### config.mk
export PLATFORM = sky130hd
export DESIGN_NAME = rhs_div
export DESIGN_NICKNAME = d
export VERILOG_FILES = /design/src/rtl/rhs_pkg.sv /design/src/rtl/rhs_div.sv
export SDC_FILE = /design/constraint.sdc
export NUM_CORES = 1
export LEC_CHECK = 0
export ABC_CLOCK_PERIOD_IN_PS = 3200
export BUFFER_PORTS_ARGS = -buffer_cell sky130_fd_sc_hd__buf_2
export CORE_MARGIN = 5
export CORE_UTILIZATION = 50
export DETAILED_ROUTE_END_ITERATION = 8
export HOLD_SLACK_MARGIN = 0.12
export PLACE_DENSITY = 0.75
export SYNTH_ARGS = -nofsm -noshare
export SYNTH_HDL_FRONTEND = slang
export SYNTH_SLANG_ARGS = --single-unit
### constraint.sdc
create_clock -name clock -period 3.2 [get_ports clock]
set_clock_uncertainty 0.1 [all_clocks]
set_input_delay 0.48 -clock clock [delete_from_list [all_inputs] [get_ports clock]]
set_output_delay 0.48 -clock clock [all_outputs]
set_load 0.03 [all_outputs]
### src/rtl/rhs_pkg.sv
// Shared types and constants for the RGBA histogram statistics block.
package rhs_pkg;

   // Item action codes
   localparam logic [1:0] ACT_CLEAR = 2'd0;
   localparam logic [1:0] ACT_PIXEL = 2'd1;
   localparam logic [1:0] ACT_QUERY = 2'd2;

   // Channel codes, also the bank numbers
   localparam int NUM_CHANNELS = 5;
   localparam logic [2:0] CH_VALUE = 3'd0;
   localparam logic [2:0] CH_RED   = 3'd1;
   localparam logic [2:0] CH_GREEN = 3'd2;
   localparam logic [2:0] CH_BLUE  = 3'd3;
   localparam logic [2:0] CH_ALPHA = 3'd4;

   // Field widths
   localparam int SAMPLE_W = 8;
   localparam int TOTAL_W  = 40;
   localparam int MEAN_W   = 16;
   localparam int SD_BITS  = 15;
   localparam int PEAK_W   = 32;

   // Arithmetic widths
   localparam int SUM_W      = 64;
   localparam int PROD_W     = 2 * SUM_W;
   localparam int STEP_CNT_W = $clog2(SUM_W + 1);
   localparam int FRAC_BITS  = 8;
   localparam int VAR_SHIFT  = 2 * FRAC_BITS;

   localparam logic [SUM_W-1:0]  TOTAL_MAX = SUM_W'({TOTAL_W{1'b1}});
   localparam logic [SUM_W-1:0]  MEAN_MAX  = SUM_W'({MEAN_W{1'b1}});
   localparam logic [SUM_W-1:0]  PEAK_MAX  = SUM_W'({PEAK_W{1'b1}});

   // Bank commands
   typedef enum logic [1:0] {
      BANK_NOP,
      BANK_INC,
      BANK_READ,
      BANK_CLEAR
   } bank_op_type;

endpackage

### src/rtl/rhs_div.sv
// Restoring divider: 64-bit quotient, one quotient bit per cycle.
module rhs_div import rhs_pkg::*; (
   input  logic             clock,
   input  logic             reset,
   input  logic             start,
   input  logic [SUM_W-1:0] dividend,
   input  logic [SUM_W-1:0] divisor,
   output logic             done,
   output logic [SUM_W-1:0] quotient
);

   logic [SUM_W-1:0]      rem_ff, rem_in;
   logic [SUM_W-1:0]      quo_ff, quo_in;
   logic [SUM_W-1:0]      dsr_ff, dsr_in;
   logic [STEP_CNT_W-1:0] cnt_ff, cnt_in;
   logic                  busy_ff, busy_in;
   logic [SUM_W:0]        shifted;
   logic [SUM_W+1:0]      diff;
   logic                  ge;

   // Trial subtract of the shifted remainder
   always_comb begin
      shifted = {rem_ff, quo_ff[SUM_W-1]};
      diff    = {1'b0, shifted} - {2'b00, dsr_ff};
      ge      = !diff[SUM_W+1];
      rem_in  = rem_ff;
      quo_in  = quo_ff;
      dsr_in  = dsr_ff;
      cnt_in  = cnt_ff;
      busy_in = busy_ff;
      if (start) begin
         rem_in  = '0;
         quo_in  = dividend;
         dsr_in  = divisor;
         cnt_in  = STEP_CNT_W'(SUM_W);
         busy_in = 1'b1;
      end else if (busy_ff) begin
         if (cnt_ff != '0) begin
            rem_in = ge ? diff[SUM_W-1:0] : shifted[SUM_W-1:0];
            quo_in = {quo_ff[SUM_W-2:0], ge};
            cnt_in = cnt_ff - 1'b1;
         end else begin
            busy_in = 1'b0;
         end
      end
   end

   always_ff @(posedge clock) begin
      rem_ff <= rem_in;
      quo_ff <= quo_in;
      dsr_ff <= dsr_in;
      cnt_ff <= cnt_in;
      if (reset) begin
         busy_ff <= 1'b0;
      end else begin
         busy_ff <= busy_in;
      end
   end

   assign done     = busy_ff && (cnt_ff == '0);
   assign quotient = quo_ff;

endmodule

Word level (Yosys, flattened, before mapping)
Index checks and enable logic that the tools add are counted.
Word-level totals
  bits in registers: 200
  output and inout bits: 65
  input port bits: 131
  word-level logic and storage cells: 22
Operators by class
  muxes and demuxes: 7
  reduce and logical (&&, ||, !) cells: 8
  $add $sub $neg: 2
Operators by type and width (number)
  two-way mux 64 bit: 4
  subtractor 65 x 64 -> 66 bit: 1
  logical NOT 7 bit: 1
  nonzero test 7 bit: 1
  subtractor 7 x 1 -> 7 bit, second input constant: 1
  AND reduction 2 bit: 2
  nonzero test 2 bit: 2
  two-way mux 1 bit: 3
  logical AND 1 bit: 1
  logical NOT 1 bit: 1

Longest topological paths before layout
  depth in word-level cells: 5
  mapped depth: 16
  gate-level depth less buffers: 14

Worst setup path before layout
No wires, ideal clock.
  path type: flip-flop to flip-flop
  start point: register quo_ff[63], in the netlist quotient[63]
  end point: register rem_ff[56]
  path slack: -0.193 ns
  required time: 3.022 ns
  setup time: 0.078 ns
  buffers on the path: 0
  clock period less this slack: 3.393 ns
  arrival: 3.215 ns
  cell stages (with the launch flop): 15
  path through: edfxtp_1 > inv_1 > ha_1 > inv_1 > fa_1 > a211oi_1 > o21ai_0 > o2111ai_1 > o211ai_1 > a21oi_1 > o31a_1 > nor4_1 > or2_2 > mux2_2 > a32oi_1
On the way
  word-level cells in the longest chain between the ends: 2
Ends and longest elaborated chain
  start, declared: line rhs_div.sv:13  | logic [SUM_W-1:0] quo_ff, quo_in;
  start signal, assigned: line rhs_div.sv:50  | quo_ff <= quo_in;
  subtractor 65 x 64 -> 66 bit: line rhs_div.sv:24  | diff = {1'b0, shifted} - {2'b00, dsr_ff};
  two-way mux 64 bit: line rhs_div.sv:39  | rem_in = ge ? diff[SUM_W-1:0] : shifted[SUM_W-1:0];
  end signal, assigned: line rhs_div.sv:49  | rem_ff <= rem_in;
  end, declared: line rhs_div.sv:12  | logic [SUM_W-1:0] rem_ff, rem_in;
No other way between the ends.
A chain may end at the register's enable or synchronous reset.

Final worst setup path
  start point: register dsr_ff[23]
  end point: register rem_ff[56]
On the way
  word-level cells in the longest chain between the ends: 2
Ends and longest elaborated chain
  start, declared: line rhs_div.sv:14  | logic [SUM_W-1:0] dsr_ff, dsr_in;
  start signal, assigned: line rhs_div.sv:51  | dsr_ff <= dsr_in;
  subtractor 65 x 64 -> 66 bit: line rhs_div.sv:24
  two-way mux 64 bit: line rhs_div.sv:39
No other way between the ends.

==> flow_metrics.tcl <==
set metrics [dict create \
    gp_congestion 0.984 \
    p_switching_mw 3.22 \
    worst_slew_margin_rel 0.416 \
    critical_path.max_fanout 4 \
    crit_family "compound AO/OA/AOI/OAI gates" \
    cap_violations 0 \
    synth-compound-area-share 0.171 \
    status "finished, violations left" \
    fillerInstances 1770 \
    grt_pass1_vias 10700 \
    power_frac_seq 0.366 \
    rr_endpoint "rem_ff[56]" \
    synth_area_leaders "edfxtp_1 (32%), dfxtp_1 (12%), ha_1 (6.9%)" \
    p_leak_nw 6.96 \
    period_needed_ns 3.29 \
    regToRegSetupSlack_ns -0.09 \
    hold_viol 0 \
    synth-main-ff-cell "edfxtp_1" \
    yosys.area_share.simple 0.118 \
    setup_slack_ns -0.0857 \
    clkSlewWorstSetupHoldPaths_ns 0.10 \
    synthDistinctLibCells 68 \
    wirelength_um 34000 \
    post-route-util 0.689 \
    syn_to_final_growth_pct 35.5 \
    synth.area.mux_share 0.104 \
    hold_ws_ns 0.208 \
    synth_xor_area_frac 0.0424 \
    hold_depth 2 \
    drt_iter0_drc 910 \
    fin_crit_sh 1.03 \
    drc 0 \
    antenna_found_initial 0 \
    syn_area_mm2 0.0120 \
    rows 56 \
    reg2reg_from "dsr_ff[23]" \
    grt_overflow 0 \
    finalSetupViolCount 8 \
    viasPerCell 5.69 \
    synth_top_family_by_area "compound AO/OA/AOI/OAI gates" \
    whs_endpoint "quotient[41]" \
    synth_edf_count 128 \
    p_sw_frac 0.363 \
    htreeDepth 4 \
    synth_top_cells_by_count "edfxtp_1 (128), nor2_1 (113), a21oi_1 (95)" \
    synth.most_common_cell "edfxtp_1" \
    dpl.hpwl_um 23200 \
    synth_fa_ha_area_frac 0.0707 \
    grtUsageTotal 0.235 \
    root_buffer "clkbuf_16" \
    cts_tree "built" \
    yosys_warnings 0 \
    detail-route-antenna-nets 0 \
    slew_viol_final 0 \
    die_x_um 165 \
    slowest_stage "edfxtp_1" \
    grt_pass1_wl_um 52000 \
    critPathRequiredTime_ns 3.48 \
    vias 10800 \
    core_mm2 0.0235 \
    combPwrFrac 0.367 \
    drive_above_1_share 0.339 \
    port_buffers 195 \
    crit_buf_inv 3 \
    grt_max_degree 70 \
    cts.path.max_buffers 2 \
    tightestPinTransition_ns 0.873 \
    ioPinCount 196 \
    die_area_mm2 0.0271 \
    synth_top_area_share 0.321 \
    ys_ff_latch 200 \
    critPathLaunchType "flop" \
    max_freq_ghz 0.304 \
    max-vdd-ir-drop_mv 0.322 \
    synth_top_area_cell "edfxtp_1" \
    firstDrtPassIters 7 \
    rsz0062_at_grt "true" \
    cts_buffers 17 \
    post_drt_wl_per_cell_um 17.9 \
    hold_path_class "in -> reg" \
    worstPathArrival_ns 3.56 \
    power.density_mw_per_mm2 547 \
    syn_area_per_cell_um2 9.79 \
    die_y_um 165 \
    async_flop_share 0 \
    power_frac_clock 0.268 \
    antenna_cells 0 \
    synthCells 1222 \
    hp-start "dividend[41]" \
    clock-sinks 200 \
    crit_chain "inv_1 > ha_4 > buf_4 > buf_4 > a21oi_1 > o211ai_1 > a21oi_1 > o211ai_1 > a21oi_2 > o31a_1 > nor4_1 > or2_4 > mux2_4 > a32oi_2" \
    initial_core_util 0.508 \
    syn_nets 1420 \
    critPathKind "reg -> reg" \
    violations "setup timing" \
    internal-power_mw 5.64 \
    rr_worst_depth 14 \
    critPathCaptureType "flop" \
    clock_latency_ns 0.45 \
    nNetsFinal 1767 \
    yosysSeqAreaShare 0.442 \
    cpPeakStageDelay_ns 0.40 \
]
layout by cell type, fill, tap and decap left out, types with 38 or more instances in the layout:
cell type        n
nand2_1         86
nor2_1         111
ha_1            48
mux2_2          63
a21oi_1         81
dfxtp_1         72
inv_1           86
o21ai_0         38
buf_2          194
dlygate4sd3_1   65
buf_4          113
edfxtp_1       128
a211oi_1        40
mux2i_1         38
per-layer routing:
| layer | up-vias | track usage | part of all wire |
|---|---|---|---|
| li1 | 5160 | - | - |
| met4 | 0 | 0.0707 | 0.025 |
| met1 | 5134 | 0.294 | 0.41 |
| met5 | - | 0 | 0 |
| met3 | 77 | 0.0517 | 0.069 |
| met2 | 441 | 0.409 | 0.49 |
area by class of cell:
| class | instances | area (um^2) | share of cell area |
|---|---|---|---|
| Sequential cell | 200 | 5290 | 0.326 |
| Inverter | 92 | 345 | 0.0213 |
| Clock buffer | 17 | 425 | 0.0262 |
| Timing Repair Buffer | 392 | 2800 | 0.172 |
| Multi-Input combinational cell | 866 | 6730 | 0.415 |
| Clock inverter | 15 | 235 | 0.0145 |
| Tap cell | 319 | 399 | 0.0246 |
power groups by stage:
stage | Combinational, mW | Clock, mW | Sequential (mW)
after detailed placement | 2.73 | 0 | 3.28
after global placement | 2.69 | 0 | 3.27
after CTS | 2.93 | 2.41 | 3.23
final | 3.25 | 2.37 | 3.24
after floorplan | 1.66 | 0 | 3.45
after global routing | 3.50 | 2.50 | 3.27
stage by stage:
| step | power (mW) | setup TNS, ns | setup slack (ns) | std cells | instance area [um^2] |
|---|---|---|---|---|---|
| floorplan | 5.11 | -0.0481 | -0.0481 | 1222 | 12000 |
| global placement | 5.95 | -0.207 | -0.0614 | 1782 | 14000 |
| detailed placement | 6.01 | -1.57 | -0.237 | 1782 | 14000 |
| CTS | 8.57 | -0.238 | -0.0702 | 1887 | 15700 |
| global route | 9.27 | -4.68 | -0.252 | 1901 | 16200 |
| finish | 8.87 | -0.305 | -0.0857 | 1901 | 16200 |
how the worst max path moves through the flow:
stage	startpoint	to	slack [ns]	cells past startpoint
CTS	quotient[63]	rem_ff[54]	-0.07	14
global placement	quotient[63]	rem_ff[54]	-0.06	15
detailed placement	quotient[63]	rem_ff[54]	-0.24	14
finish	dsr_ff[23]	rem_ff[56]	-0.09	14
floorplan	quotient[63]	rem_ff[54]	-0.05	14
global route	quotient[63]	rem_ff[54]	-0.25	14
worst register-to-register path, delay by kind of cell (launching register included):
kind | cells | cell delay [ns]
buffers and inverters | 3 | 0.39
muxes | 1 | 0.30
and+or+nand+nor | 2 | 0.31
adders and majority gates | 1 | 0.22
AOI/OAI and AO/OA | 7 | 1.49
DFF | 1 | 0.40
registers in the layout, summed over array words and instances (netlist names):
signal and flops:
dsr_ff 64, quotient 64, rem_ff 64, cnt_ff 7
busy_ff 1
repair_timing:
action / in CTS / in global routing
setup buffers: 7 / 10
hold endpoints to repair: 65 / 0
cloned: 1 / 5
pin swaps: 15 / 62
setup endpoints to repair: 45 / 63
hold buffers: 65 / 0
resized for setup: 45 / 98
kinds of logic (layout without fill, tap and decap cells):
group                      Yosys count  in the layout
AOI/OAI and AO/OA                  315            315
and+or+nand+nor                    308            310
DFF                                200            200
buffers and inverters              158            516
muxes                              116            116
adders and majority gates           67             67
xor gates and xnor gates            58             58
No activity file was read; power rests on OpenSTA's default activity.
